**src/hdl/gtg_pkg.sv**
```systemverilog
package gtg_pkg;

    // Number formats.
    localparam int FRAC_BITS    = 12;
    localparam int CORDIC_ITERS = 16;
    localparam int ITER_W       = $clog2(CORDIC_ITERS);
    localparam int ANG_FRAC     = 48;
    localparam int BEAR_SH      = ANG_FRAC - FRAC_BITS;

    // Datapath widths.
    localparam int XY_W     = 28;
    localparam int GUARD_SH = 8;
    localparam int Z_W      = 52;
    localparam int ERR_W    = 18;
    localparam int MAG_W    = ERR_W - 1;
    localparam int DIST_W   = 19;
    localparam int DPROD_W  = XY_W - 1 + 16;
    localparam int DIST_SH  = 24;
    localparam int LPROD_W  = DIST_W + 16;
    localparam int APROD_W  = MAG_W + 16;
    localparam int LIN_W    = 16;
    localparam int ANG_W    = 19;

    // Stream widths.
    localparam int S_TDATA_W = 48;
    localparam int S_TUSER_W = 2;
    localparam int M_TDATA_W = 40;
    localparam int M_TUSER_W = 3;

    localparam logic [15:0] INV_K_Q16 = 16'd39797;

    localparam logic signed [Z_W-1:0] PI_Q48 = 52'sh3243F6A8885A3;
    localparam logic signed [Z_W-1:0] PI_RND =
        (PI_Q48 + (52'sd1 <<< (BEAR_SH - 1))) >>> BEAR_SH;
    localparam logic signed [ERR_W-1:0] PI_F     = PI_RND[ERR_W-1:0];
    localparam logic signed [ERR_W-1:0] NEG_PI_F = -PI_F;
    localparam logic signed [ERR_W-1:0] TWO_PI_F = {PI_F[ERR_W-2:0], 1'b0};

    localparam logic signed [ANG_W-1:0] ANG_MAX = 19'sd262143;
    localparam logic signed [ANG_W-1:0] ANG_MIN = -19'sd262144;

    // Result status codes.
    localparam logic [2:0] ST_MOVING    = 3'd0;
    localparam logic [2:0] ST_REACHED   = 3'd1;
    localparam logic [2:0] ST_POSE_FAIL = 3'd2;
    localparam logic [2:0] ST_TIMEOUT   = 3'd3;
    localparam logic [2:0] ST_IDLE      = 3'd4;

    // Configuration register indexes.
    localparam logic [2:0] REG_GOAL_X         = 3'd0;
    localparam logic [2:0] REG_GOAL_Y         = 3'd1;
    localparam logic [2:0] REG_LINEAR_GAIN    = 3'd2;
    localparam logic [2:0] REG_ANGULAR_GAIN   = 3'd3;
    localparam logic [2:0] REG_MAX_LINEAR     = 3'd4;
    localparam logic [2:0] REG_GOAL_TOLERANCE = 3'd5;
    localparam logic [2:0] REG_HEADING_LIMIT  = 3'd6;
    localparam logic [2:0] REG_STEP_LIMIT     = 3'd7;

    typedef struct packed {
        logic signed [15:0] goal_x;
        logic signed [15:0] goal_y;
        logic [15:0]        linear_gain;
        logic [15:0]        angular_gain;
        logic [15:0]        max_linear;
        logic [15:0]        goal_tolerance;
        logic [13:0]        heading_limit;
        logic [15:0]        step_limit;
    } gtg_cfg_t;

    typedef struct packed {
        logic              load;
        logic              iter;
        logic [ITER_W-1:0] iter_idx;
        logic              dist_mul;
        logic              wrap;
        logic              mul;
    } gtg_cmd_t;

    typedef struct packed {
        logic reached;
        logic in_range;
    } gtg_sts_t;

    typedef struct packed {
        logic       load;
        logic       zero;
        logic [2:0] status;
        logic       last;
    } gtg_emit_t;

    typedef logic [CORDIC_ITERS-1:0][Z_W-1:0] atan_tab_t;

    // Floor of 2^e / d by restoring long division, used only for constants.
    function automatic logic [63:0] pow2_div(input int e, input int d);
        logic [63:0] q;
        logic [63:0] r;
        q = '0;
        r = '0;
        for (int b = 63; b >= 0; b--) begin
            r = {r[62:0], (b == e)};
            q = {q[62:0], 1'b0};
            if (r >= 64'(d)) begin
                r    = r - 64'(d);
                q[0] = 1'b1;
            end
        end
        return q;
    endfunction

    // atan(2^-i) in Q48 radians: pi/4 for i = 0, else from its power series, truncating each term.
    function automatic atan_tab_t build_atan_tab();
        atan_tab_t          t;
        logic signed [63:0] sum;
        logic signed [63:0] term;
        int                 n;
        int                 e;
        t = '0;
        for (int i = 0; i < CORDIC_ITERS; i++) begin
            if (i == 0) begin
                sum = 64'(PI_Q48) >>> 2;
            end else begin
                sum = '0;
                n   = 0;
                for (e = ANG_FRAC - i; e >= 0; e = e - 2 * i) begin
                    term = $signed(pow2_div(e, 2 * n + 1));
                    if (n[0]) begin
                        sum = sum - term;
                    end else begin
                        sum = sum + term;
                    end
                    n = n + 1;
                end
            end
            t[i] = sum[Z_W-1:0];
        end
        return t;
    endfunction

    localparam atan_tab_t ATAN_TAB = build_atan_tab();

endpackage

```
**src/hdl/go_to_goal_heading_controller_unit.sv**
```systemverilog
// A pose that drives the robot gives its command after acceptance through 16 CORDIC
// rotations, the distance multiply, the heading wrap and the gain multiply, in that order.
// Idle and pose-failure results skip the datapath; reached ones stop at the heading wrap.
// A timeout adds a stop result after its command. The single shared CORDIC stage serves
// one pose at a time; the next is taken once the last results are loaded for output.
// Reset: synchronous active-low aresetn restores defaults, ends any run, empties the output.
module go_to_goal_heading_controller_unit (
    input  logic                              aclk,
    input  logic                              aresetn,

    // Pose input stream.
    input  logic                              s_tvalid,
    output logic                              s_tready,
    // tdata, from bit 0 up: pos_x[15:0], pos_y[31:16], yaw[46:32], zero pad [47].
    input  logic [gtg_pkg::S_TDATA_W-1:0]     s_tdata,
    // tuser, from bit 0 up: start_run[0], pose_ok[1].
    input  logic [gtg_pkg::S_TUSER_W-1:0]     s_tuser,

    // Command output stream.
    output logic                              m_tvalid,
    input  logic                              m_tready,
    // tdata, from bit 0 up: linear_cmd[15:0], angular_cmd[34:16], zero pad [39:35].
    output logic [gtg_pkg::M_TDATA_W-1:0]     m_tdata,
    // tuser, from bit 0 up: status[2:0].
    output logic [gtg_pkg::M_TUSER_W-1:0]     m_tuser,
    output logic                              m_tlast,

    // Configuration write channel.
    input  logic                              cfg_valid,
    output logic                              cfg_ready,
    input  logic [2:0]                        cfg_addr,
    input  logic [15:0]                       cfg_wdata
);
    import gtg_pkg::*;

    gtg_cfg_t  cfg;
    gtg_cmd_t  cmd;
    gtg_sts_t  sts;
    gtg_emit_t emit;

    logic               out_free;
    logic [15:0]        dp_lin;
    logic signed [18:0] dp_ang;

    // The output register holds one finished result until the sink takes it.
    // The controller keeps accepting poses meanwhile and only stalls when it
    // has a new result and the register is still occupied.
    logic               m_valid_reg;
    logic [15:0]        m_lin_reg;
    logic signed [18:0] m_ang_reg;
    logic [2:0]         m_status_reg;
    logic               m_last_reg;

    assign out_free = !m_valid_reg || m_tready;

    gtg_cfg_regs u_cfg_regs (
        .aclk      (aclk),
        .aresetn   (aresetn),
        .cfg_valid (cfg_valid),
        .cfg_ready (cfg_ready),
        .cfg_addr  (cfg_addr),
        .cfg_wdata (cfg_wdata),
        .cfg       (cfg)
    );

    // The controller sequences one pose at a time: it decides the idle,
    // failure, reached and timeout cases and tracks the run and step count.
    gtg_ctrl u_ctrl (
        .aclk       (aclk),
        .aresetn    (aresetn),
        .s_tvalid   (s_tvalid),
        .s_tready   (s_tready),
        .start_run  (s_tuser[0]),
        .pose_ok    (s_tuser[1]),
        .step_limit (cfg.step_limit),
        .sts        (sts),
        .out_free   (out_free),
        .cmd        (cmd),
        .emit       (emit)
    );

    // The datapath holds the CORDIC vector and angle, the heading error and
    // the two gain products.
    gtg_datapath u_datapath (
        .aclk    (aclk),
        .cmd     (cmd),
        .cfg     (cfg),
        .pos_x   (s_tdata[15:0]),
        .pos_y   (s_tdata[31:16]),
        .yaw     (s_tdata[46:32]),
        .sts     (sts),
        .lin_cmd (dp_lin),
        .ang_cmd (dp_ang)
    );

    always_ff @(posedge aclk) begin
        if (!aresetn) begin
            m_valid_reg <= 1'b0;
        end else if (emit.load) begin
            m_valid_reg <= 1'b1;
        end else if (m_tready) begin
            m_valid_reg <= 1'b0;
        end
    end

    // Stop, idle and failure results carry zero speeds.
    always_ff @(posedge aclk) begin
        if (emit.load) begin
            m_lin_reg    <= emit.zero ? '0 : dp_lin;
            m_ang_reg    <= emit.zero ? '0 : dp_ang;
            m_status_reg <= emit.status;
            m_last_reg   <= emit.last;
        end
    end

    assign m_tvalid = m_valid_reg;
    assign m_tdata  = {5'b0, m_ang_reg, m_lin_reg};
    assign m_tuser  = m_status_reg;
    assign m_tlast  = m_last_reg;

endmodule

```
**src/hdl/gtg_cfg_regs.sv**
```systemverilog
module gtg_cfg_regs (
    input  logic              aclk,
    input  logic              aresetn,
    input  logic              cfg_valid,
    output logic              cfg_ready,
    input  logic [2:0]        cfg_addr,
    input  logic [15:0]       cfg_wdata,
    output gtg_pkg::gtg_cfg_t cfg
);
    import gtg_pkg::*;

    gtg_cfg_t cfg_reg;
    gtg_cfg_t cfg_next;

    assign cfg_ready = 1'b1;
    assign cfg       = cfg_reg;

    always_comb begin
        cfg_next = cfg_reg;
        if (cfg_valid) begin
            unique case (cfg_addr)
                REG_GOAL_X:         cfg_next.goal_x         = cfg_wdata;
                REG_GOAL_Y:         cfg_next.goal_y         = cfg_wdata;
                REG_LINEAR_GAIN:    cfg_next.linear_gain    = cfg_wdata;
                REG_ANGULAR_GAIN:   cfg_next.angular_gain   = cfg_wdata;
                REG_MAX_LINEAR:     cfg_next.max_linear     = cfg_wdata;
                REG_GOAL_TOLERANCE: cfg_next.goal_tolerance = cfg_wdata;
                REG_HEADING_LIMIT:  cfg_next.heading_limit  = cfg_wdata[13:0];
                REG_STEP_LIMIT:     cfg_next.step_limit     = cfg_wdata;
                default:            cfg_next = cfg_reg;
            endcase
        end
    end

    always_ff @(posedge aclk) begin
        if (!aresetn) begin
            cfg_reg.goal_x         <= 16'sd2048;
            cfg_reg.goal_y         <= 16'sd0;
            cfg_reg.linear_gain    <= 16'd3277;
            cfg_reg.angular_gain   <= 16'd6144;
            cfg_reg.max_linear     <= 16'd1229;
            cfg_reg.goal_tolerance <= 16'd328;
            cfg_reg.heading_limit  <= 14'd1229;
            cfg_reg.step_limit     <= 16'd400;
        end else begin
            cfg_reg <= cfg_next;
        end
    end

endmodule

```
**src/hdl/gtg_datapath.sv**
```systemverilog
module gtg_datapath (
    input  logic                      aclk,
    input  gtg_pkg::gtg_cmd_t         cmd,
    input  gtg_pkg::gtg_cfg_t         cfg,
    input  logic signed [15:0]        pos_x,
    input  logic signed [15:0]        pos_y,
    input  logic signed [14:0]        yaw,
    output gtg_pkg::gtg_sts_t         sts,
    output logic [15:0]               lin_cmd,
    output logic signed [18:0]        ang_cmd
);
    import gtg_pkg::*;

    logic signed [XY_W-1:0]  x_reg;
    logic signed [XY_W-1:0]  y_reg;
    logic signed [Z_W-1:0]   z_reg;
    logic signed [14:0]      yaw_reg;
    logic [DPROD_W-1:0]      dprod_reg;
    logic [DIST_W-1:0]       dist_reg;
    logic signed [ERR_W-1:0] err_reg;
    logic [APROD_W-1:0]      aprod_reg;
    logic [LPROD_W-1:0]      lprod_reg;
    logic                    neg_reg;
    logic                    turn_reg;

    logic signed [16:0]      dx;
    logic signed [16:0]      dy;
    logic signed [XY_W-1:0]  x0;
    logic signed [XY_W-1:0]  y0;
    logic signed [XY_W-1:0]  xs;
    logic signed [XY_W-1:0]  ys;
    logic signed [Z_W-1:0]   atan_step;
    logic [XY_W-2:0]         x_pos;
    logic signed [Z_W-1:0]   z_rnd;
    logic signed [ERR_W-1:0] bearing;
    logic [DPROD_W:0]        dprod_rnd;
    logic [DIST_W-1:0]       dist_rnd;
    logic [MAG_W-1:0]        mag;
    logic [APROD_W:0]        aprod_rnd;
    logic [APROD_W-FRAC_BITS:0] ang_mag;
    logic signed [APROD_W-FRAC_BITS+1:0] ang_s;
    logic [LPROD_W:0]        lprod_rnd;
    logic [LPROD_W-FRAC_BITS:0] lin_v;

    // Vector from robot to goal with guard bits.
    assign dx = 17'(cfg.goal_x) - 17'(pos_x);
    assign dy = 17'(cfg.goal_y) - 17'(pos_y);
    assign x0 = {{(XY_W - 17 - GUARD_SH){dx[16]}}, dx, {GUARD_SH{1'b0}}};
    assign y0 = {{(XY_W - 17 - GUARD_SH){dy[16]}}, dy, {GUARD_SH{1'b0}}};

    // One micro-rotation per cycle.
    assign xs        = x_reg >>> cmd.iter_idx;
    assign ys        = y_reg >>> cmd.iter_idx;
    assign atan_step = $signed(ATAN_TAB[cmd.iter_idx]);

    assign x_pos   = x_reg[XY_W-1] ? '0 : x_reg[XY_W-2:0];
    assign z_rnd   = (z_reg + (52'sd1 <<< (BEAR_SH - 1))) >>> BEAR_SH;
    assign bearing = z_rnd[ERR_W-1:0];

    assign dprod_rnd = {1'b0, dprod_reg} + ((DPROD_W + 1)'(1) << (DIST_SH - 1));
    assign dist_rnd  = dprod_rnd[DIST_SH +: DIST_W];

    assign sts.reached  = dist_rnd < DIST_W'(cfg.goal_tolerance);
    assign sts.in_range = !(err_reg > PI_F) && !(err_reg < NEG_PI_F);

    assign mag = err_reg[ERR_W-1] ? MAG_W'(-err_reg) : err_reg[MAG_W-1:0];

    always_ff @(posedge aclk) begin
        if (cmd.load) begin
            yaw_reg <= yaw;
            if (x0[XY_W-1]) begin
                x_reg <= -x0;
                y_reg <= -y0;
                z_reg <= y0[XY_W-1] ? -PI_Q48 : PI_Q48;
            end else begin
                x_reg <= x0;
                y_reg <= y0;
                z_reg <= '0;
            end
        end
        if (cmd.iter) begin
            if (!y_reg[XY_W-1]) begin
                x_reg <= x_reg + ys;
                y_reg <= y_reg - xs;
                z_reg <= z_reg + atan_step;
            end else begin
                x_reg <= x_reg - ys;
                y_reg <= y_reg + xs;
                z_reg <= z_reg - atan_step;
            end
        end
        if (cmd.dist_mul) begin
            dprod_reg <= DPROD_W'(x_pos) * DPROD_W'(INV_K_Q16);
            err_reg   <= bearing - ERR_W'(yaw_reg);
        end
        if (cmd.wrap) begin
            dist_reg <= dist_rnd;
            if (err_reg > PI_F) begin
                err_reg <= err_reg - TWO_PI_F;
            end else if (err_reg < NEG_PI_F) begin
                err_reg <= err_reg + TWO_PI_F;
            end
        end
        if (cmd.mul) begin
            aprod_reg <= APROD_W'(mag) * APROD_W'(cfg.angular_gain);
            lprod_reg <= LPROD_W'(dist_reg) * LPROD_W'(cfg.linear_gain);
            neg_reg   <= err_reg[ERR_W-1];
            turn_reg  <= MAG_W'(cfg.heading_limit) < mag;
        end
    end

    // Turn rate: round half away from zero, then saturate.
    assign aprod_rnd = {1'b0, aprod_reg} + ((APROD_W + 1)'(1) << (FRAC_BITS - 1));
    assign ang_mag   = aprod_rnd[APROD_W:FRAC_BITS];
    assign ang_s     = neg_reg ? -$signed({1'b0, ang_mag}) : $signed({1'b0, ang_mag});

    always_comb begin
        if (ang_s > $signed((APROD_W - FRAC_BITS + 2)'(ANG_MAX))) begin
            ang_cmd = ANG_MAX;
        end else if (ang_s < $signed((APROD_W - FRAC_BITS + 2)'(ANG_MIN))) begin
            ang_cmd = ANG_MIN;
        end else begin
            ang_cmd = ang_s[ANG_W-1:0];
        end
    end

    // Forward speed: zero when the heading error exceeds the limit, else round half up, then cap.
    assign lprod_rnd = {1'b0, lprod_reg} + ((LPROD_W + 1)'(1) << (FRAC_BITS - 1));
    assign lin_v     = lprod_rnd[LPROD_W:FRAC_BITS];

    always_comb begin
        if (turn_reg) begin
            lin_cmd = '0;
        end else if (lin_v > (LPROD_W - FRAC_BITS + 1)'(cfg.max_linear)) begin
            lin_cmd = cfg.max_linear;
        end else begin
            lin_cmd = lin_v[LIN_W-1:0];
        end
    end

endmodule

```
**src/hdl/gtg_ctrl.sv**
```systemverilog
module gtg_ctrl (
    input  logic               aclk,
    input  logic               aresetn,
    input  logic               s_tvalid,
    output logic               s_tready,
    input  logic               start_run,
    input  logic               pose_ok,
    input  logic [15:0]        step_limit,
    input  gtg_pkg::gtg_sts_t  sts,
    input  logic               out_free,
    output gtg_pkg::gtg_cmd_t  cmd,
    output gtg_pkg::gtg_emit_t emit
);
    import gtg_pkg::*;

    localparam logic [2:0] S_IDLE      = 3'd0;
    localparam logic [2:0] S_ITER      = 3'd1;
    localparam logic [2:0] S_DIST      = 3'd2;
    localparam logic [2:0] S_WRAP      = 3'd3;
    localparam logic [2:0] S_MUL       = 3'd4;
    localparam logic [2:0] S_EMIT_CMD  = 3'd5;
    localparam logic [2:0] S_EMIT_STOP = 3'd6;

    localparam logic [ITER_W-1:0] ITER_LAST = ITER_W'(CORDIC_ITERS - 1);

    logic [2:0]        state_reg,   state_next;
    logic [ITER_W-1:0] iter_reg,    iter_next;
    logic              running_reg, running_next;
    logic [15:0]       step_reg,    step_next;
    logic              timeout_reg, timeout_next;
    logic [2:0]        stop_reg,    stop_next;
    logic [15:0]       step_inc;

    assign s_tready = (state_reg == S_IDLE);
    assign step_inc = step_reg + 16'd1;

    always_comb begin
        state_next   = state_reg;
        iter_next    = iter_reg;
        running_next = running_reg;
        step_next    = step_reg;
        timeout_next = timeout_reg;
        stop_next    = stop_reg;
        cmd          = '0;
        cmd.iter_idx = iter_reg;
        emit         = '0;

        unique case (state_reg)
            S_IDLE: begin
                if (s_tvalid) begin
                    if (start_run) begin
                        step_next = '0;
                    end
                    if (!(start_run || running_reg)) begin
                        stop_next  = ST_IDLE;
                        state_next = S_EMIT_STOP;
                    end else if (!pose_ok) begin
                        running_next = 1'b0;
                        stop_next    = ST_POSE_FAIL;
                        state_next   = S_EMIT_STOP;
                    end else begin
                        running_next = 1'b1;
                        cmd.load     = 1'b1;
                        iter_next    = '0;
                        state_next   = S_ITER;
                    end
                end
            end
            S_ITER: begin
                cmd.iter  = 1'b1;
                iter_next = iter_reg + 1'b1;
                if (iter_reg == ITER_LAST) begin
                    state_next = S_DIST;
                end
            end
            S_DIST: begin
                cmd.dist_mul = 1'b1;
                state_next   = S_WRAP;
            end
            S_WRAP: begin
                cmd.wrap = 1'b1;
                if (sts.reached) begin
                    running_next = 1'b0;
                    stop_next    = ST_REACHED;
                    state_next   = S_EMIT_STOP;
                end else if (sts.in_range) begin
                    state_next = S_MUL;
                end
            end
            S_MUL: begin
                cmd.mul = 1'b1;
                if (step_inc >= step_limit) begin
                    timeout_next = 1'b1;
                    running_next = 1'b0;
                    step_next    = '0;
                end else begin
                    timeout_next = 1'b0;
                    step_next    = step_inc;
                end
                state_next = S_EMIT_CMD;
            end
            S_EMIT_CMD: begin
                if (out_free) begin
                    emit.load   = 1'b1;
                    emit.zero   = 1'b0;
                    emit.status = ST_MOVING;
                    emit.last   = !timeout_reg;
                    if (timeout_reg) begin
                        stop_next  = ST_TIMEOUT;
                        state_next = S_EMIT_STOP;
                    end else begin
                        state_next = S_IDLE;
                    end
                end
            end
            S_EMIT_STOP: begin
                if (out_free) begin
                    emit.load   = 1'b1;
                    emit.zero   = 1'b1;
                    emit.status = stop_reg;
                    emit.last   = 1'b1;
                    state_next  = S_IDLE;
                end
            end
            default: begin
                state_next = S_IDLE;
            end
        endcase
    end

    always_ff @(posedge aclk) begin
        if (!aresetn) begin
            state_reg   <= S_IDLE;
            iter_reg    <= '0;
            running_reg <= 1'b0;
            step_reg    <= '0;
            timeout_reg <= 1'b0;
            stop_reg    <= ST_IDLE;
        end else begin
            state_reg   <= state_next;
            iter_reg    <= iter_next;
            running_reg <= running_next;
            step_reg    <= step_next;
            timeout_reg <= timeout_next;
            stop_reg    <= stop_next;
        end
    end

endmodule

```
**config.mk**
```make
export PLATFORM = sky130hd
export DESIGN_NAME = go_to_goal_heading_controller_unit
export DESIGN_NICKNAME = d
export VERILOG_FILES = /design/src/hdl/gtg_pkg.sv /design/src/hdl/go_to_goal_heading_controller_unit.sv /design/src/hdl/gtg_cfg_regs.sv /design/src/hdl/gtg_datapath.sv /design/src/hdl/gtg_ctrl.sv
export SDC_FILE = /design/constraint.sdc
export NUM_CORES = 2
export LEC_CHECK = 0
export BUFFER_PORTS_ARGS = -buffer_cell sky130_fd_sc_hd__buf_2
export CELL_PAD_IN_SITES_DETAIL_PLACEMENT = 2
export CELL_PAD_IN_SITES_GLOBAL_PLACEMENT = 2
export CORE_MARGIN = 4
export CORE_UTILIZATION = 38
export DETAILED_ROUTE_END_ITERATION = 8
export PLACE_DENSITY = 0.85
export SKIP_LAST_GASP = 1
export SLEW_MARGIN = 5
export SYNTH_ARGS = -nofsm -noshare
export SYNTH_HDL_FRONTEND = slang
export SYNTH_SLANG_ARGS = --single-unit
```
**constraint.sdc**
```tcl
create_clock -name aclk -period 8.8 [get_ports aclk]
set_clock_uncertainty 0.15 [all_clocks]
set_input_delay 0.88 -clock aclk [delete_from_list [all_inputs] [get_ports aclk]]
set_output_delay 0.88 -clock aclk [all_outputs]
set_load 0.02 [all_outputs]
```
# After elaboration in Yosys (flattened, before gate mapping)
# Memories as Yosys holds them, arrays and structs flattened. A register that Yosys moved wholly into a read port is not among the register bits.
# Index checks and enable logic that the tools add are counted.
[word_totals] inputBits=74 n_memories=1 latchBits=0 out_inout_bits=47 rom_bits=832 elab_cells=193 register_bits=467 ram_bits=0
[memory_table] name="(name not given)" depth=16 width=52 read_ports=1 rd_clocked_by_memory_dff=1 wr=0 line="gtg_datapath.sv:54" text="assign atan_step = $signed(ATAN_TAB[cmd.iter_idx]);"
[classes] reduce_logical=30 n_bitwise=0 n_eq_ne=26 magnitude_cmp=9 n_div=0 shift=2 mul=3 muxes=70 add_sub_neg=21
[ops] op="$mux 52" count=6
[ops] op="$mux 28" count=8
[ops] op="$mux 18" count=5
[ops] op="$mux 16" count=4
[ops] op="$add 28x28->28" count=2
[ops] op="$neg 25->28" count=2
[ops] op="$sshr 28x4->28" count=2
[ops] op="$sub 28x28->28" count=2
[ops] op="$add 52x37->52 const B" count=1
[ops] op="$add 52x52->52" count=1
[ops] op="$sub 52x52->52" count=1
[ops] op="$mux 3" count=15
[ops] op="$add 43x24->43 const B" count=1
[ops] op="$mul 27x16->43 const B" count=1
[ops] op="$add 35x12->36 const B" count=1
[ops] op="$mul 19x16->35" count=1
[ops] op="$add 33x12->34 const B" count=1
[ops] op="$sub 16x16->17" count=2
[ops] op="$mul 17x16->33" count=1
[ops] op="$pmux 16 s2" count=1
[ops] op="$mux 27" count=1
[ops] op="$gt 24x16->1" count=1
[ops] op="$gt 23x19->1 const B" count=1
[ops] op="$lt 23x19->1 const B" count=1
[ops] op="other kinds (43)" count=99

# Depth between registers and ports, before layout
[logic_depth] ltp_word=6 depth_mapped=31 depth_no_buf=29

# Cells and area by module
# Synthesis repeated with hierarchy kept, for this count alone.
[hier_totals] cells_unflattened=6502 hier_area_um2=59732.3
[modules_own_cells] mod="gtg_datapath" cells_each=5717 area_each_um2=51419.3 seq_area_each_um2=6696.4 instances=1
[modules_own_cells] mod="gtg_cfg_regs" cells_each=448 area_each_um2=4707.0 seq_area_each_um2=2522.4 instances=1
[modules_own_cells] mod="gtg_ctrl" cells_each=250 area_each_um2=2090.8 seq_area_each_um2=560.5 instances=1
[modules_own_cells] mod="go_to_goal_heading_controller_unit" cells_each=87 area_each_um2=1515.2 seq_area_each_um2=1191.1 instances=1

# Least setup slack after synthesis
# No wires, ideal clock.
[synth_path] path_kind="reg2reg" start="register u_ctrl.state_reg[0]" end="register, netlist name u_datapath.atan_step[13]" slack_ns=-0.522 n_path_buf=2 setup_time_ns=0.129 arrival_time_ns=9.042 required_time_ns=8.521 synth_period_minus_slack_ns=9.322 path_stages_with_launch=13 cell_sequence="dfxtp_1 > clkbuf_1 > nor3_1 > nand2_1 > a21oi_1 > nand2_1 > xnor2_1 > nor2_1 > inv_1 > buf_1 > ha_1 > and3_1 > a21oi_1"
[synth_rtl] item="from (decl)" line="gtg_ctrl.sv:26" text="logic [2:0] state_reg, state_next;"
[synth_rtl] item="from (signal assigned)" line="gtg_ctrl.sv:140" text="state_reg <= state_next;"

# Final worst setup path
[layout_path] start="register u_datapath.err_reg[0]" end="register u_datapath.aprod_reg[28], data pin"
[layout_between] elab_chain_cells=3
[layout_lines] item="from (decl)" line="gtg_datapath.sv:20" text="logic signed [ERR_W-1:0] err_reg;"
[layout_lines] item="from (signal assigned)" line="gtg_datapath.sv:94" text="err_reg <= bearing - ERR_W'(yaw_reg);"
[layout_lines] item="from (signal assigned)" line="gtg_datapath.sv:99" text="err_reg <= err_reg - TWO_PI_F;"
[layout_lines] item="from (signal assigned)" line="gtg_datapath.sv:101" text="err_reg <= err_reg + TWO_PI_F;"
[layout_lines] item="$neg 17->17" line="gtg_datapath.sv:66" text="assign mag = err_reg[ERR_W-1] ? MAG_W'(-err_reg) : err_reg[MAG_W-1:0];"
[layout_lines] item="$mux 17 *" line="gtg_datapath.sv:66"
[layout_lines] item="$mul 17x16->33 *" line="gtg_datapath.sv:105" text="aprod_reg <= APROD_W'(mag) * APROD_W'(cfg.angular_gain);"
[layout_lines] item="to (signal assigned)" line="gtg_datapath.sv:105"
[layout_lines] item="to (decl)" line="gtg_datapath.sv:21" text="logic [APROD_W-1:0] aprod_reg;"
# Every way passes the cells marked *; elsewhere a longest branch is shown, timed or not.
# A chain may end at the register's enable or synchronous reset.

==> impl_summary.md <==
Run status
The flow ran to the end, and the final reports show no timing, DRC or antenna violations.

Placed design
In this run, placement finished with an instance count of 8,738. Input and output buffers added on the ports amount to 113. Routability-driven placement finished with a final weighted congestion of 0.8777. Summing all placed instances gives a cell area of 0.06292 sq mm. Detailed placement ended at an HPWL of 184.9 mm.

STA
Dividing the final minimum period by the clock period gives 97.02%. The final hold violation count is 0. The shortest period the worst path allows is 8538 ps. The minimum hold slack is 211.1 ps.

For the pin with the worst max-slew slack, the measured transition is 1260 ps. The max-slew violation total from the final report was 0. Headroom to the max-slew limit came out at 16.03%.

The highest clock frequency the design can meet is 0.1171 GHz. The count of endpoints failing setup in the final report is 0.

Drt
After detailed routing, the number of remaining DRC violations is 0. The average wire per standard cell is 27.19 um. Across all layers, the routed design uses 51,750 vias. The final wirelength is 241.2 mm.

The detail-routed via count per cell is 5.835. After the first detailed-routing iteration, the DRC count stood at 3,555. The first detailed-routing pass ran for 7 iterations. The final antenna-violating net count is 0.

Floorplanning
The core region is 0.1569 sq mm. The initial utilization of the core area, before any placement, comes to 38.37%. The die is 406.1 um tall. The number of top-level pins is 121. The floorplan step defined a die boundary enclosing 0.1649 sq mm. The initialized floorplan defines 145 standard-cell rows.

In this run the horizontal extent of the chip is 406.1 um.

Critical path
The worst setup path is of the register to register kind. The arrival time at the worst endpoint is 8810 ps. The category of the worst setup path capture point is a register. Across all register-to-register paths, the minimum setup slack is 260 ps. The critical-path maximum fanout is 4.

The capture point of the worst reg-to-reg path is u_datapath.aprod_reg[28]. STA classifies the critical path startpoint as a register. The required arrival time at the worst endpoint is 9070 ps. The depth of the worst register-to-register path is 27. The launch point of the worst reg-to-reg path is u_datapath.err_reg[0]. In this design, the stage delay of the slowest critical-path cell is 590 ps. The library cell contributing the largest single delay on the critical path is sky130_fd_sc_hd__fa_1.

The most numerous cell on the critical path is sky130_fd_sc_hd__fa_1.

Clock tree
The number of buffers inserted during clock tree synthesis is 66. Counting along the longest clock path gives a buffer depth of 3. TritonCTS built the clock tree.

The tree is rooted in a sky130_fd_sc_hd__clkbuf_16. The later-pin clock latency in the skew report is 690 ps. The number of buffers added for setup after CTS is 0. The count of hold-fix buffers inserted at cts is 0.

The CTS H-tree depth is 3. The clock net sink count is 469. The clock transition at the registers of the reported paths is 60 ps.

Global route
The maximum number of pins on one net before global-route repair is 119. The remaining global-route overflow is 0. The number of global-route vias before repair came to 60,330.

The number of antenna violations at the first check in global routing is 14. The first global-routing pass estimated 368.7 mm of wire. The global-route usage over all layers is 29.00%.

Synthesis
The number of warnings printed during yosys synthesis is 0. Synthesis produced 6,767 cells. The average cell area after synthesis is 8.899 sq um. Counting flops and latches in the post-synthesis netlist gives 469.

The area of the mapped netlist is 0.06022 sq mm. For this run, the leading register cell type out of synthesis is sky130_fd_sc_hd__edfxtp_1. In the synthesized netlist the async set-or-reset flop fraction comes to 0%.

The portion of the post-synthesis area used by sequential elements is 19.78%. The distinct cell type count after synthesis is 96. Counting flops with a built-in enable in the synthesized netlist gives 252.

Worst hold path
The hold path endpoint is u_datapath.yaw_reg[4]. The path class of the tightest hold or removal check is input port to register. The worst hold path cell count is 1. The source of the worst hold timing path is s_tdata[36].

Cells and area
The number of fill cells in the layout is 17,090. Once layout is done, the placed cells without fillers occupy 0.06533 sq mm. The layout overhead on the synthesized area is 8.481%. The share of cells above drive strength 1 is 6.807%.

The library cells used most frequently in the layout, excluding fill and tap cells, are 946 x sky130_fd_sc_hd__inv_1, 804 x sky130_fd_sc_hd__nand2_1, 638 x sky130_fd_sc_hd__fa_1, 611 x sky130_fd_sc_hd__ha_1, 426 x sky130_fd_sc_hd__a21oi_1. Leaving out filler cells and counting taps, the final layout contains 8,870. The net count of the finished layout is 8,071. The flip-flop count of the largest register, all copies and words added is 126. The leading cell type in the layout, fill and taps excluded is sky130_fd_sc_hd__inv_1.

Run
The tool flagged a number of max-cap violations equal to 0.
[area by class of cell]
class,instances,area (sq um),area share (%)
diodes,10,25.02,0.03830
clock buffers,86,1913,2.928
clock inverters,36,416.7,0.6378
inverters,952,3576,5.474
multi-input cells,5059,43660,66.83
flip-flops and latches,469,11920,18.24
well taps,2058,2575,3.942
repair buffers,200,1244,1.904
[through the flow]
stage / worst slack (ps) / utilization, % / setup TNS (ps)
6_report: 262.3 / 41.63 / 0
5_1_grt: -46.21 / 41.62 / -53.36
4_1_cts: 148.2 / 41.58 / 0
3_5_place_dp: -92.42 / 40.09 / -211.8
3_3_place_gp: 628.6 / 40.09 / 0
2_1_floorplan: 914.0 / - / 0
[what timing repair did]
item                       CTS  global route
hold endpoints to repair     0             0
gates resized for setup      3            10
pin swaps                    0             0
setup endpoints to repair    6             7
[worst max-delay path by stage]
stage | to | cells after the start | slack, ps | from
2_1_floorplan | u_datapath.aprod_reg[27] | 29 | 910 | u_datapath.err_reg[0]
3_3_place_gp | u_datapath.aprod_reg[27] | 26 | 630 | u_datapath.err_reg[4]
3_5_place_dp | u_datapath.aprod_reg[32] | 26 | -90 | u_datapath.err_reg[2]
4_1_cts | u_datapath.aprod_reg[32] | 27 | 150 | u_datapath.err_reg[4]
5_1_grt | u_datapath.aprod_reg[32] | 26 | -50 | u_datapath.err_reg[2]
6_report | u_datapath.aprod_reg[28] | 27 | 260 | u_datapath.err_reg[0]
[logic make-up after synthesis]
| family | after synthesis | synth area share (%) |
|---|---|---|
| compound gates | 1204 | 12.47 |
| xor+xnor | 422 | 6.137 |
| fa+ha+maj | 1249 | 33.90 |
| buf+inv | 1243 | 7.957 |
| flops | 469 | 19.78 |
| mux | 150 | 3.786 |
| other cells | 2 | 0.01247 |
| simple gates | 2028 | 15.95 |
[synth_stat cells, types with 22 or more instances]
library cell	instances	area share, %
sky130_fd_sc_hd__o211ai_1	32	0.40
sky130_fd_sc_hd__a21o_1	102	1.3
sky130_fd_sc_hd__mux2i_1	56	0.93
sky130_fd_sc_hd__and2_1	295	3.1
sky130_fd_sc_hd__nor2b_1	69	0.72
sky130_fd_sc_hd__nor2_1	372	2.3
sky130_fd_sc_hd__a31oi_1	44	0.46
sky130_fd_sc_hd__a21oi_1	428	3.6
sky130_fd_sc_hd__inv_1	948	5.9
sky130_fd_sc_hd__o21a_1	44	0.55
sky130_fd_sc_hd__nor3_1	96	0.80
sky130_fd_sc_hd__buf_1	25	0.16
sky130_fd_sc_hd__o31ai_1	39	0.49
sky130_fd_sc_hd__edfxtp_1	252	13
sky130_fd_sc_hd__xor2_1	152	2.2
sky130_fd_sc_hd__and3_1	57	0.59
sky130_fd_sc_hd__o21ai_0	246	2.0
sky130_fd_sc_hd__nand4_1	41	0.43
sky130_fd_sc_hd__mux4_2	48	1.8
sky130_fd_sc_hd__dfxtp_1	217	7.2
sky130_fd_sc_hd__ha_1	611	13
sky130_fd_sc_hd__nand3_1	121	1.0
sky130_fd_sc_hd__nand2_1	804	5.0
sky130_fd_sc_hd__a211oi_1	29	0.36
sky130_fd_sc_hd__clkbuf_1	220	1.4
sky130_fd_sc_hd__a22oi_1	22	0.27
sky130_fd_sc_hd__nand2b_1	58	0.60
sky130_fd_sc_hd__xnor2_1	270	3.9
sky130_fd_sc_hd__nor4_1	23	0.24
sky130_fd_sc_hd__mux2_2	35	0.65
sky130_fd_sc_hd__fa_1	638	21
[worst max-delay path: cells and delay by family (launching register included)]
kind	cells	cell delay, ps
simple gates	9	2110
buf+inv	4	340
flops	1	420
compound gates	5	1340
xor+xnor	1	220
fa+ha+maj	8	3680
[routing by layer]
metal	share of wire, %	up-vias	routed length [um]	GRT usage, %
met4	6.1	2	14710	15.97
met5	0.0054	-	13	0
met1	38	26850	92460	33.28
met3	5.2	704	12580	4.375
met2	50	1715	121400	51.64
li1	-	22480	-	-
Power is left out: the tool's default activity adds up to more than one toggle a clock period on the data nets, which glitch-free logic cannot reach.
